File: src/hdl/rotation_matrix_to_quaternion_top_defines.svh
// ----------------------------------------------------------------------------
// rotation matrix to quaternion: assertion macros
// checks are compiled out when SYNTH is defined
// ----------------------------------------------------------------------------
`ifndef ROTATION_MATRIX_TO_QUATERNION_TOP_DEFINES_SVH
`define ROTATION_MATRIX_TO_QUATERNION_TOP_DEFINES_SVH
`ifndef SYNTH
`define RMQ_CHECK(label, ante, cons) \
   label: assert property (@(posedge clock) disable iff (reset) (ante) |-> (cons)) \
      else $error("rmq check failed");
`define RMQ_CHECK_NEXT(label, ante, cons) \
   label: assert property (@(posedge clock) disable iff (reset) (ante) |=> (cons)) \
      else $error("rmq next-cycle check failed");
`else
`define RMQ_CHECK(label, ante, cons)
`define RMQ_CHECK_NEXT(label, ante, cons)
`endif
`endif

File: src/hdl/rmq_pkg.sv
// ----------------------------------------------------------------------------
// rmq_pkg
// widths, request/response types and pipeline tokens for the converter
// ----------------------------------------------------------------------------
package rmq_pkg;

   localparam int FRAC_BITS = 14;
   localparam int ELEM_W    = 16;
   localparam int DIFF_W    = ELEM_W + 1;
   // positive square-root argument fits in A_UW unsigned bits
   localparam int A_UW      = ((FRAC_BITS > ELEM_W + 1) ? FRAC_BITS : ELEM_W + 1) + 1;
   localparam int A_SW      = A_UW + 1;
   localparam int ROOT_W    = (A_UW + FRAC_BITS + 1) / 2;
   localparam int RAD_W     = 2 * ROOT_W;
   localparam int SREM_W    = ROOT_W + 2;
   localparam int DEN_W     = ROOT_W + 1;
   localparam int DREM_W    = ROOT_W + 2;
   localparam int QUO_W     = DIFF_W + FRAC_BITS;
   localparam int LANES     = 3;
   localparam int COMPS     = 4;
   localparam int ELEMS     = 9;

   typedef enum logic [1:0] {
      BR_TRACE = 2'd0,
      BR_DIAG0 = 2'd1,
      BR_DIAG1 = 2'd2,
      BR_DIAG2 = 2'd3
   } branch_type;

   typedef struct packed {
      logic [ELEMS-1:0][ELEM_W-1:0] elem;   // index row*3 + col
   } req_type;

   typedef struct packed {
      branch_type                    branch;
      logic                          degen;
      logic [LANES-1:0][DIFF_W-1:0]  num;
      logic [RAD_W-1:0]              rad;
      logic [SREM_W-1:0]             rem;
      logic [ROOT_W-1:0]             root;
   } sq_type;

   typedef struct packed {
      branch_type                    branch;
      logic                          degen;
      logic [ROOT_W-1:0]             root;
      logic [LANES-1:0]              neg;
      logic [LANES-1:0][DREM_W-1:0]  rem;
      logic [LANES-1:0][QUO_W-1:0]   quo;
      logic [LANES-1:0][QUO_W-1:0]   mag;
   } dv_type;

   typedef struct packed {
      logic [COMPS-1:0][ELEM_W-1:0]  quat;  // x, y, z, w
      branch_type                    branch;
      logic                          degen;
   } rsp_type;

endpackage

File: src/hdl/rmq_sqrt_cell.sv
// ----------------------------------------------------------------------------
// rmq_sqrt_cell
// one result bit of the integer square root per cell
// ----------------------------------------------------------------------------
module rmq_sqrt_cell import rmq_pkg::*; (
   input  logic   clock,
   input  logic   reset,
   input  logic   in_valid,
   output logic   in_ready,
   input  sq_type in_data,
   output logic   out_valid,
   input  logic   out_ready,
   output sq_type out_data
);

   logic              valid_ff;
   sq_type            data_ff;
   sq_type            data_in;
   logic [SREM_W-1:0] rem_sh;
   logic [SREM_W-1:0] trial;
   logic              ge;

   always_comb begin
      rem_sh       = {in_data.rem[SREM_W-3:0], in_data.rad[RAD_W-1 -: 2]};
      trial        = {in_data.root, 2'b01};
      ge           = (rem_sh >= trial);
      data_in      = in_data;
      data_in.rad  = in_data.rad << 2;
      data_in.rem  = ge ? (rem_sh - trial) : rem_sh;
      data_in.root = {in_data.root[ROOT_W-2:0], ge};
   end

   assign in_ready  = !valid_ff || out_ready;
   assign out_valid = valid_ff;
   assign out_data  = data_ff;

   always_ff @(posedge clock) begin
      if (reset) begin
         valid_ff <= 1'b0;
      end else if (in_ready) begin
         valid_ff <= in_valid;
      end
   end

   always_ff @(posedge clock) begin
      if (in_ready && in_valid) begin
         data_ff <= data_in;
      end
   end

endmodule

File: config.mk
export PLATFORM = sky130hd
export DESIGN_NAME = rmq_sqrt_cell
export DESIGN_NICKNAME = d
export VERILOG_FILES = /design/src/hdl/rotation_matrix_to_quaternion_top_defines.svh /design/src/hdl/rmq_pkg.sv /design/src/hdl/rmq_sqrt_cell.sv
export SDC_FILE = /design/constraint.sdc
export NUM_CORES = 1
export LEC_CHECK = 0
export ABC_AREA = 1
export BUFFER_PORTS_ARGS = -buffer_cell sky130_fd_sc_hd__buf_2
export CAP_MARGIN = 30
export CELL_PAD_IN_SITES_DETAIL_PLACEMENT = 2
export CELL_PAD_IN_SITES_GLOBAL_PLACEMENT = 2
export CORE_ASPECT_RATIO = 1.75
export CORE_MARGIN = 5
export CORE_UTILIZATION = 25
export CTS_CLUSTER_SIZE = 40
export DETAILED_ROUTE_END_ITERATION = 16
export GPL_TIMING_DRIVEN = 0
export HOLD_SLACK_MARGIN = 0.05
export PLACE_DENSITY_LB_ADDON = 0.15
export SETUP_SLACK_MARGIN = 0.3
export SLEW_MARGIN = 20
export SYNTH_ARGS = -nofsm -noshare
export SYNTH_HDL_FRONTEND = slang
export SYNTH_SLANG_ARGS = --single-unit
File: constraint.sdc
create_clock -name clock -period 7.82 [get_ports clock]
set_input_delay 1.564 -clock clock [delete_from_list [all_inputs] [get_ports clock]]
set_output_delay 1.564 -clock clock [all_outputs]
set_load 0.01 [all_outputs]
==> metrics.md, run 1 <==
| Metric | Value |
|---|---|
| Clock buffer depth | 2 |
| Final Hold Violating Endpoints | 0 |
| Die outline area | approximately 0.024 mm2 |
| Critical path fanouts, max | 2 |
| Final estimated routing congestion in global placement | 0.763 |
| Cell at the root of the clock tree | sky130_fd_sc_hd__clkbuf_16 |
| Relative slew slack | a little over half |
| Floorplan die height | 200 um |
| Worst-skew pair later-pin latency | 0.41 ns |
| Internal power of the cells | 1.29 mW |
| Share of cells above drive strength 1 | 44.5% |
| Clock buffers created by TritonCTS | 17 |
| Outcome | completed |
| CP required | 6.26 ns |
| Seq/Total Area, Yosys | 69.4% |
| Worst-path cell chain | buf_2, inv_1, nand2_1, buf_2 |
| Vias per std cell | 4.36 |
| Worst setup path class | input port to primary output |
| Type of the tightest min-delay check | flip-flop to flip-flop |
| Area of the mapped netlist | 0.00513 mm2 |
| Cell count after placement | between 900 and 1000 |
| Cts repair resizes | 0 |
| Number of violations reported at the end of detailed-routing iteration 0 | 224 |
| Count of input and output buffers | 241 |
| Vias in the first global route | 4597 |
| Element type at the critical path end | primary output |
| Fraction of registers with async set/reset | 0% |
| Leakage Power | 3.42 nW |
| Yosys reg bits | roughly 120 |
| Starting Density | 25.3% |
| Clock tree from TritonCTS | yes |
| Number of enable-type register cells in the synthesized netlist | roughly 120 |
| Most common library cell in the layout ignoring fill and taps | sky130_fd_sc_hd__buf_2 |
| Sw power | between 0.4 and 0.5 mW |
| Final critical delay including setup and external delays | 3.57 ns |
| Pre-CTS setup slack | between 4 and 5 ns |
| Count of cell types in the netlist | 28 |
| Primary FF master, synth | sky130_fd_sc_hd__edfxtp_1 |
| TritonCTS sink count | 119 |
| Total power per unit cell area | 236 mW/mm2 |
| Period utilisation layout | ~46% |
| Top cell type's share of synthesized area | 69.1% |
| CORE AREA | 0.0203 mm2 |
| Cell with the biggest individual delay on the critical path | sky130_fd_sc_hd__buf_2 |
| Clock Power Share | ~40% |
| Core Rows | 69 |
| Final-report setup violation count | 0 |
| Clock-pin slew of the registers on the worst-case setup and hold paths | 0.05 ns |
| Bufs and invs on worst path | 3 |
| Combinational cell fraction of total power | between 10% and 20% |
| Final global-route overflow total | 0 |
| Most used cells in the layout excluding fill and tap cells | sky130_fd_sc_hd__buf_2 (241), sky130_fd_sc_hd__edfxtp_1 (118), sky130_fd_sc_hd__nand2_1 (110), sky130_fd_sc_hd__inv_1 (52), sky130_fd_sc_hd__nand3_1 (30) |
| Hold buffer count at cts | 0 |
| Average size of a mapped cell | between 10 and 15 um2 |
| Detail-routed net length per standard cell | ~20 um |
| Number of buffers added for setup after CTS | 0 |
| Routed vias | 4105 |
| Clock skew after layout | 0.00274 ns |
| Design area | roughly 0.0073 mm2 |
| Die outline width | about 120 um |
| Setup WS post-layout | 4.25 ns |
| Detailed placement HPWL | 15400 um |
| CTS HTree Levels | 4 |
| Pin count of the biggest net entering global routing | 24 |
| CP startpoint kind | input port |
| Total global routing track utilization | between 10% and 20% |
| Worst IR Drop VDD | about 0.13 mV |
| Worst endpoint data arrival time | 2.00 ns |
| Total wirelength of the detailed-routed design | 18500 um |
| Achievable clock frequency | about 280 MHz |
| Overall power of the completed layout | 1.73 mW |
| Ranking of synthesized cells by area | sky130_fd_sc_hd__edfxtp_1 (69%), sky130_fd_sc_hd__nand2_1 (8.0%), sky130_fd_sc_hd__ha_1 (4.4%) |
| DRC violation count after routing | 0 |
| Cell repeated most along the worst path | sky130_fd_sc_hd__buf_2 |
| Diodes inserted | 0 |
| Top Family by Delay on Critical Path | buffers and inverters |
| Number of antenna violations at the first check in global routing | 2 |
| Non-Filler Instances | about 940 |
| Setup repair after global routing missed its margin | no |
| Utilization after layout | 36.1% |
| Switch share | 25.5% |
| Layout area overhead | 42.7% |
| Accumulated negative setup slack | 0 ns |
| Number of nets in the final layout | between 800 and 900 |
| Ports | 246 |
| Number of instances in the synthesized netlist | ~420 |
| Post-detailed-route count of antenna-violating nets | 0 |
| Transition time at the pin with the least slew margin | 0.694 ns |
| Post-Route Hold Slack | 0.549 ns |
| Largest area contributor in the synthesized netlist | sky130_fd_sc_hd__edfxtp_1 |
| Maximum Capacitance Violations | 0 |
| Number of warnings printed during yosys synthesis | 0 |
| CP max stage delay | roughly 0.15 ns |
| Wire length of the first global-routing pass | 27600 um |
| Pins Over Slew Limit | 0 |
| First-pass iteration count of the detailed router | 4 |
| Placed standard-cell area | 0.00680 mm2 |
| Share of total power in sequential cells | approximately 45% |
-- power by group through the flow --
| stage | Combinational [mW] | Sequential (mW) | Clock [mW] |
|---|---|---|---|
| 3_5_place_dp | 0.269 | 0.782 | 0 |
| 5_1_grt | 0.290 | 0.772 | 0.754 |
| 6_report | 0.261 | 0.768 | 0.697 |
| 3_3_place_gp | 0.249 | 0.785 | 0 |
| 4_1_cts | 0.270 | 0.769 | 0.726 |
| 2_1_floorplan | 0.112 | 0.807 | 0 |
-- tightest hold or removal path, delay by kind of cell, from the launching register on --
kind             cells  cell delay [ns]
flip-flops           1             0.35
AO/OA/AOI/OAI        1             0.06
AND/OR/NAND/NOR      1             0.10
-- flip-flops by register name, summed over array words and instances, names as in the netlist --
name       cells
out_valid      1
out_data     118
-- cell usage after synthesis (2+ instances only) --
cell	number
sky130_fd_sc_hd__nand2_1	110
sky130_fd_sc_hd__nor2_1	14
sky130_fd_sc_hd__o21ai_0	4
sky130_fd_sc_hd__nand2_4	2
sky130_fd_sc_hd__inv_2	3
sky130_fd_sc_hd__inv_1	52
sky130_fd_sc_hd__nand2_2	12
sky130_fd_sc_hd__buf_6	3
sky130_fd_sc_hd__ha_1	18
sky130_fd_sc_hd__nand3_2	4
sky130_fd_sc_hd__nor2_2	5
sky130_fd_sc_hd__edfxtp_1	118
sky130_fd_sc_hd__nand3b_1	7
sky130_fd_sc_hd__xor2_1	7
sky130_fd_sc_hd__nand3_1	30
sky130_fd_sc_hd__buf_4	3
sky130_fd_sc_hd__a21oi_1	13
-- logic make-up (layout without fill, tap and decap cells) --
group	Yosys count	after routing	share of synthesized area (%)
buf+inv	61	338	5.12
xor+xnor	8	8	1.37
flops	119	119	69.4
compound gates	20	20	2.44
simple gates	189	189	17.2
fa+ha+maj	18	18	4.39
other cells	1	2	0.0731
-- cell type report --
type	instances	area [um2]
clock inverter	12	87.6
fill	2212	13000
sequential	119	3560
clock buffer	19	433
multi-input combinational	237	1320
timing repair buffer	246	1340
tap	248	310
buffer	6	56.3
inverter	55	206
-- metal layers --
| metal | GRT usage (%) | vias up | wire (um) |
|---|---|---|---|
| li1 | - | 1939 | - |
| met1 | 14.8 | 1960 | 6210 |
| met2 | 30.7 | 182 | 10500 |
| met3 | 5.61 | 20 | 1470 |
| met4 | 4.97 | 4 | 260 |
| met5 | 0 | - | 32 |
-- worst paths after layout --
check | startpoint | endpoint | slack [ns] | cells past startpoint
hold / removal | out_valid | out_valid | 0.55 | 2
setup / recovery | out_ready | in_ready | 4.25 | 4
hold reg to reg | out_valid | out_valid | 0.55 | 2
setup reg to reg | out_valid | out_data[53] | 5.73 | 5
Note: power is estimated with default switching activity, not from simulation.
==> run 2, diff against run 1 <==
--- a/config.mk
+++ b/config.mk
@@ -12,7 +12,7 @@
 export CELL_PAD_IN_SITES_GLOBAL_PLACEMENT = 2
 export CORE_ASPECT_RATIO = 1.75
 export CORE_MARGIN = 5
-export CORE_UTILIZATION = 25
+export CORE_UTILIZATION = 28
 export CTS_CLUSTER_SIZE = 40
 export DETAILED_ROUTE_END_ITERATION = 16
 export GPL_TIMING_DRIVEN = 0
==> constraint.sdc (replaced) <==
create_clock -name clock -period 3.38 [get_ports clock]
set_input_delay 0.676 -clock clock [delete_from_list [all_inputs] [get_ports clock]]
set_output_delay 0.676 -clock clock [all_outputs]
set_load 0.01 [all_outputs]
==> run 2 against run 1 <==
Net effect:
- count of clock-buffer cells in the layout is the same
- highest routed layer unchanged
- non-clock buffer count is the same
- clock power grew to 2.5 times the previous value
- hold slack lost 0.13 ns
==> metrics.md, run 2 (synthesis gave the netlist of run 1 again) <==
| Metric | Value |
|---|---|
| Outcome | completed (unchanged) |
| Most used cells in the layout excluding fill and tap cells | sky130_fd_sc_hd__buf_2 (241), sky130_fd_sc_hd__edfxtp_1 (118), sky130_fd_sc_hd__nand2_1 (110), sky130_fd_sc_hd__inv_1 (50), sky130_fd_sc_hd__nand3_1 (30) (was sky130_fd_sc_hd__buf_2 (241), sky130_fd_sc_hd__edfxtp_1 (118), sky130_fd_sc_hd__nand2_1 (110), sky130_fd_sc_hd__inv_1 (52), sky130_fd_sc_hd__nand3_1 (30)) |
| Overall power of the completed layout | 4.12 mW (was 1.73 mW) |
| Number of violations reported at the end of detailed-routing iteration 0 | 146 (was 224) |
| Period utilisation layout | 62.4% |
| CTS HTree Levels | 4 (unchanged) |
| Worst-skew pair later-pin latency | 0.40 ns (was 0.41 ns) |
| Floorplan die height | 189 um (was 200 um) |
| Count of input and output buffers | 241 (unchanged) |
| Hold buffer count at cts | 0 (unchanged) |
| Switch share | 24.2% (was 25.5%) |
| Element type at the critical path end | flip-flop (was primary output) |
| CP required | 3.65 ns (was 6.26 ns) |
| Ports | 246 (unchanged) |
| Most common library cell in the layout ignoring fill and taps | sky130_fd_sc_hd__buf_2 (unchanged) |
| Final global-route overflow total | 0 (unchanged) |
| Utilization after layout | 40.7% (was 36.1%) |
| Final Hold Violating Endpoints | 0 (unchanged) |
| Pins Over Slew Limit | 0 (unchanged) |
| Post-Route Hold Slack | 0.424 ns (was 0.549 ns) |
| Clock buffers created by TritonCTS | 17 (unchanged) |
| Share of cells above drive strength 1 | 44.9% (was 44.5%) |
| Clock Power Share | 42.4% (was 40.4%) |
| Setup repair after global routing missed its margin | no (unchanged) |
| TritonCTS sink count | 119 (unchanged) |
| DRC violation count after routing | 0 (unchanged) |
| Wire length of the first global-routing pass | 26200 um (was 27600 um) |
| Die outline area | 0.0212 mm2 (was 0.0236 mm2) |
| Number of antenna violations at the first check in global routing | 2 (unchanged) |
| CP startpoint kind | input port (unchanged) |
| Clock skew after layout | 0.00589 ns (was 0.00274 ns) |
| Core Rows | 65 (was 69) |
| Clock-pin slew of the registers on the worst-case setup and hold paths | 0.05 ns (about the same) |
| Die outline width | 112 um (was 118 um) |
| Internal power of the cells | 3.13 mW (was 1.29 mW) |
| Detailed placement HPWL | 14600 um (was 15400 um) |
| Sw power | 0.996 mW (was 0.440 mW) |
| Pin count of the biggest net entering global routing | 27 (was 24) |
| Relative slew slack | 53.2% (was 53.6%) |
| Maximum Capacitance Violations | 0 (unchanged) |
| Routed vias | 4113 (was 4105) |
| Cell at the root of the clock tree | sky130_fd_sc_hd__clkbuf_16 (unchanged) |
| Achievable clock frequency | 474 MHz |
| CORE AREA | 0.0181 mm2 (was 0.0203 mm2) |
| Leakage Power | 3.45 nW (was 3.42 nW) |
| Type of the tightest min-delay check | input port to flip-flop (was flip-flop to flip-flop) |
| Worst setup path class | input port to flip-flop (was input port to primary output) |
| Final-report setup violation count | 0 (unchanged) |
| Combinational cell fraction of total power | 14.6% (was 15.1%) |
| Final critical delay including setup and external delays | 2.11 ns |
| Worst endpoint data arrival time | 2.38 ns (was 2.00 ns) |
| Vias in the first global route | 4642 (was 4597) |
| Total global routing track utilization | 16.4% (was 15.6%) |
| Accumulated negative setup slack | 0 ns (unchanged) |
| Detail-routed net length per standard cell | 18.9 um (was 19.6 um) |
| Number of flip-flops under the largest register name | 118 (unchanged) |
| Layout area overhead | 43.3% (was 42.7%) |
| Clock tree from TritonCTS | yes (unchanged) |
| Final estimated routing congestion in global placement | 0.800 (was 0.763) |
| Worst IR Drop VDD | 0.345 mV (was 0.126 mV) |
| Clock buffer depth | 2 (unchanged) |
| Total wirelength of the detailed-routed design | 17500 um (was 18500 um) |
| Number of buffers added for setup after CTS | 0 (unchanged) |
| Transition time at the pin with the least slew margin | 0.701 ns (was 0.694 ns) |
| Share of total power in sequential cells | 43.0% (was 44.5%) |
| Number of nets in the final layout | 824 (unchanged) |
| Vias per std cell | 4.43 (was 4.36) |
| Critical path fanouts, max | 10 (was 2) |
| Non-Filler Instances | 928 (was 942) |
| Total power per unit cell area | 561 mW/mm2 (was 236 mW/mm2) |
| Cell count after placement | 897 (was 911) |
| Cts repair resizes | 0 (unchanged) |
| First-pass iteration count of the detailed router | 4 (unchanged) |
| Post-detailed-route count of antenna-violating nets | 0 (unchanged) |
| Starting Density | 28.4% (was 25.3%) |
==> run 2: cell types whose count changed in the layout (fill, tap and decap cells not counted) <==
cell,change
sky130_fd_sc_hd__clkinv_2,-1
sky130_fd_sc_hd__inv_4,+1
sky130_fd_sc_hd__clkinvlp_4,-3
sky130_fd_sc_hd__inv_1,-2
sky130_fd_sc_hd__bufinv_16,+2
sky130_fd_sc_hd__clkinv_4,+2
sky130_fd_sc_hd__clkinv_1,-1
sky130_fd_sc_hd__diode_2,+1
sky130_fd_sc_hd__inv_2,+1
==> run 2: worst max-delay path, stage by stage <==
cell                       delay (ns)
sky130_fd_sc_hd__buf_2           0.09
sky130_fd_sc_hd__inv_1           0.04
sky130_fd_sc_hd__ha_1            0.37
sky130_fd_sc_hd__nand2_2         0.14
sky130_fd_sc_hd__nor2_1          0.07
sky130_fd_sc_hd__and2_4          0.15
sky130_fd_sc_hd__nand2_2         0.06
sky130_fd_sc_hd__nand2_2         0.06
sky130_fd_sc_hd__a21boi_4        0.31
sky130_fd_sc_hd__buf_6           0.22
sky130_fd_sc_hd__nand3_1         0.11
sky130_fd_sc_hd__nand2_1         0.07
==> run 2: power groups by stage <==
stage	logic, mW	registers [mW]	clock network [mW]
floorplan	0.260	1.86	0
global placement	0.573	1.81	0
detailed placement	0.617	1.81	0
finish	0.603	1.77	1.75
global route	0.667	1.78	1.87
CTS	0.623	1.78	1.81
==> run 2: final timing paths <==
check	from	slack, ns	depth (start not counted)	endpoint
setup reg to reg	out_valid	1.33	5	out_data[70]
hold reg to reg	out_valid	0.57	2	out_valid
setup / recovery	in_data[7]	1.27	12	out_data[23]
hold / removal	reset	0.42	2	out_valid
==> run 2: final cells by class <==
| cell class | instances | area [um2] |
|---|---|---|
| repair buffers | 246 | 1340 |
| clock buffers | 19 | 433 |
| fillers | 2002 | 10700 |
| inverters | 55 | 209 |
| diodes | 1 | 2.50 |
| flip-flops and latches | 119 | 3560 |
| clock inverters | 11 | 134 |
| multi-input cells | 237 | 1320 |
| plain buffers | 6 | 56.3 |
| well taps | 234 | 293 |
==> run 2: per-layer routing <==
metal	vias up	share of wire, %	wire length [um]	global-route usage [%]
li1	1938	-	-	-
met1	1983	33	5730	14.9
met2	173	59	10300	33.6
met3	17	7.2	1250	4.57
met4	2	1.2	208	5.14
met5	-	0.074	13	0
==> run 2: through the flow <==
stage / instance area [um2] / setup WS (ns)
6_report: 7350 / 1.27
5_1_grt: 7350 / 1.13
4_1_cts: 7350 / 1.21
3_5_place_dp: 6790 / 0.819
3_3_place_gp: 6650 / -0.595
2_1_floorplan: 5150 / 0.301
==> run 3, diff against run 2 <==
==> constraint.sdc (replaced) <==
create_clock -name clock -period 2.1 [get_ports clock]
set_input_delay 0.42 -clock clock [delete_from_list [all_inputs] [get_ports clock]]
set_output_delay 0.42 -clock clock [all_outputs]
set_load 0.01 [all_outputs]
==> run 3 against run 2 <==
Net effect:
- final cell count increased by 0.75%
- sequential share of layout area decreased by 1.8 points
- hold slack worse by 0.25 ns
- flip-flop and latch count stayed put
- worst setup slack lost 0.86 ns
- die area unchanged
- via count is 1.6% higher
- final area increased by 3.8%
- global-route usage up 0.45 points
- combinational power is 74% higher
- highest routed layer unchanged
- sequential power grew 62%
- routed wire length increased by 4.0%
==> metrics.md, run 3 (synthesis gave the netlist of run 1 again) <==
| Metric | Value |
|---|---|
| Most common library cell in the layout ignoring fill and taps | sky130_fd_sc_hd__buf_2 (unchanged) |
| RR Endpoint | out_data[18] (was out_data[70]) |
| Routed vias | 4177 (was 4113) |
| Type of the tightest min-delay check | input port to flip-flop (unchanged) |
| CP startpoint kind | input port (unchanged) |
| Most used cells in the layout excluding fill and tap cells | sky130_fd_sc_hd__buf_2 (241), sky130_fd_sc_hd__edfxtp_1 (118), sky130_fd_sc_hd__nand2_1 (108), sky130_fd_sc_hd__inv_1 (47), sky130_fd_sc_hd__nand3_1 (30) (was sky130_fd_sc_hd__buf_2 (241), sky130_fd_sc_hd__edfxtp_1 (118), sky130_fd_sc_hd__nand2_1 (110), sky130_fd_sc_hd__inv_1 (50), sky130_fd_sc_hd__nand3_1 (30)) |
| Total power per unit cell area | 894 mW/mm2 (was 561 mW/mm2) |
| Number of violations reported at the end of detailed-routing iteration 0 | 112 (was 146) |
| Final Hold Violating Endpoints | 0 (unchanged) |
| Vias in the first global route | 4599 (was 4642) |
| Cell with the biggest individual delay on the critical path | sky130_fd_sc_hd__ha_4 (was sky130_fd_sc_hd__ha_1) |
| Core Rows | 65 (unchanged) |
| Cell at the root of the clock tree | sky130_fd_sc_hd__clkbuf_16 (unchanged) |
| Pre-CTS setup slack | -0.397 ns (was 0.819 ns) |
| Capture endpoint of the worst hold path | out_data[91] (was out_valid) |
| Maximum Capacitance Violations | 0 (unchanged) |
| Period utilisation layout | 80.2% |
| Clock buffer depth | 2 (unchanged) |
| Detail-routed net length per standard cell | 19.5 um (was 18.9 um) |
| Worst-path cell chain | buf_2, inv_1, ha_4, nand2_1, inv_2, nand2_2, nand3_2, nand2_2, nand2_4, nand2_2, nand2_2, nand2_4, buf_8, nand3_1, nand2_1 (was buf_2, inv_1, ha_1, nand2_2, nor2_1, and2_4, nand2_2, nand2_2, a21boi_4, buf_6, nand3_1, nand2_1) |
| Element type at the critical path end | flip-flop (unchanged) |
| First-pass iteration count of the detailed router | 4 (unchanged) |
| Hold Crit Start | in_data[91] (was reset) |
| DRC violation count after routing | 0 (unchanged) |
| Worst-skew pair later-pin latency | 0.42 ns (was 0.40 ns) |
| Number of flip-flops under the largest register name | 118 (unchanged) |
| Transition time at the pin with the least slew margin | 0.654 ns (was 0.701 ns) |
| Leakage Power | 3.48 nW (was 3.45 nW) |
| R2r worst-path depth | 5 (unchanged) |
| CTS HTree Levels | 4 (unchanged) |
| Placed standard-cell area | 0.00692 mm2 (was 0.00679 mm2) |
| Total wirelength of the detailed-routed design | 18200 um (was 17500 um) |
| Starting Density | 28.4% (unchanged) |
| Relative slew slack | 56.4% (was 53.2%) |
| Clock skew after layout | 0.00995 ns (was 0.00589 ns) |
| Critical path fanouts, max | 10 (unchanged) |
| Post-Route Hold Slack | 0.174 ns (was 0.424 ns) |
| Cell repeated most along the worst path | sky130_fd_sc_hd__nand2_2 (unchanged) |
| Floorplan die height | 189 um (unchanged) |
| Post-detailed-route count of antenna-violating nets | 0 (unchanged) |
| Share of cells above drive strength 1 | 49.1% (was 44.9%) |
| Pins Over Slew Limit | 0 (unchanged) |
| Worst IR Drop VDD | 0.473 mV (was 0.345 mV) |
| Wire length of the first global-routing pass | 26500 um (was 26200 um) |
| Worst endpoint data arrival time | 1.84 ns (was 2.38 ns) |
| Design area | 0.00763 mm2 (was 0.00735 mm2) |
| Diodes inserted | 0 (was 1) |
| Total global routing track utilization | 16.8% (was 16.4%) |
| Achievable clock frequency | 594 MHz |
| CP required | 2.26 ns (was 3.65 ns) |
| Hold path depth | 1 (was 2) |
| Die outline area | 0.0212 mm2 (unchanged) |
| Outcome | completed (unchanged) |
| Clock tree from TritonCTS | yes (unchanged) |
| Worst setup path class | input port to flip-flop (unchanged) |
| CORE AREA | 0.0181 mm2 (unchanged) |
| Clock buffers created by TritonCTS | 17 (unchanged) |
| Start of the worst register-to-register path | out_valid (unchanged) |
| Setup WS post-layout | 0.416 ns (was 1.27 ns) |
| Die outline width | 112 um (unchanged) |
| Overall power of the completed layout | 6.83 mW (was 4.12 mW) |
| Number of antenna violations at the first check in global routing | 1 (was 2) |
| Final estimated routing congestion in global placement | 0.850 (was 0.800) |
| Vias per std cell | 4.47 (was 4.43) |
| Detailed placement HPWL | 14800 um (was 14600 um) |
| Final global-route overflow total | 0 (unchanged) |
| Setup repair after global routing missed its margin | no (unchanged) |
| Ports | 246 (unchanged) |
| Pin count of the biggest net entering global routing | 24 (was 27) |
| Number of nets in the final layout | 830 (was 824) |
| Final-report setup violation count | 0 (unchanged) |
| CP max stage delay | 0.28 ns (was 0.37 ns) |
| TritonCTS sink count | 119 (unchanged) |
| Count of input and output buffers | 241 (unchanged) |
| Slack of the worst reg-to-reg path | 0.44 ns (was 1.33 ns) |
| Clock-pin slew of the registers on the worst-case setup and hold paths | 0.06 ns (was 0.05 ns) |
| Final critical delay including setup and external delays | 1.68 ns |
| Layout area overhead | 48.7% (was 43.3%) |
run 3: cell types whose count changed in the layout (fill, tap and decap cells not counted), sizes merged:
cell,previous run,this run
clkinvlp,0,2
clkinv,8,7
a21oi,14,15
diode,1,0
inv,55,56
buf,252,257
run 3: critical path, delay by kind of cell:
family,cells,cell delay [ns]
AND/OR/NAND/NOR,10,0.72
buffers and inverters,4,0.40
adder cells (fa/ha/maj),1,0.28
run 3: power by group:
part           leakage, nW  internal [mW]  switching [mW]
logic                 2.04          0.436           0.610
clock network        0.285           1.86            1.06
registers             1.15           2.82          0.0456
run 3: timing repair:
action	CTS	global route
buffers inserted	1	4
setup endpoints to repair	58	17
gates resized for setup	0	13
cloned	1	0
pin swaps	1	3
hold buffers	0	0
run 3: how the worst max path moves through the flow:
stage | start | to | slack, ns | cells past startpoint
3_5_place_dp | out_ready | out_data[91] | -0.40 | 7
4_1_cts | in_data[9] | out_data[24] | 0.31 | 12
5_1_grt | in_data[1] | out_data[22] | 0.30 | 15
2_1_floorplan | out_ready | out_data[0] | -0.72 | 2
3_3_place_gp | out_ready | out_data[71] | -1.67 | 3
6_report | in_data[1] | out_data[24] | 0.42 | 15
run 3: metrics by stage:
stage | utilization [%] | setup TNS (ns) | cells
global route | 42.3 | 0 | 935
global placement | 37.7 | -195.44 | 892
CTS | 41.7 | 0 | 931
detailed placement | 38.4 | -11.45 | 897
finish | 42.3 | 0 | 935
floorplan | - | -84.62 | 417
run 3: cell type report:
cell class,count,area [um2]
Clock buffer,19,433
Tap cell,234,293
Timing Repair Buffer,251,1370
Sequential cell,119,3560
Fill cell,1971,10400
Multi-Input combinational cell,238,1540
Inverter,55,219
Clock inverter,13,155
Buffer,6,63.8
run 3: metal layers:
metal  routed length, um  global-route usage, %  part of all wire, %  vias up
li1                    -                      -                    -     1948
met1                6140                   15.7                   34     2029
met2               10700                   34.5                   59      172
met3                1070                   4.29                  5.9       26
met4                 267                   5.28                  1.5        2
met5                   8                      0                0.044        -
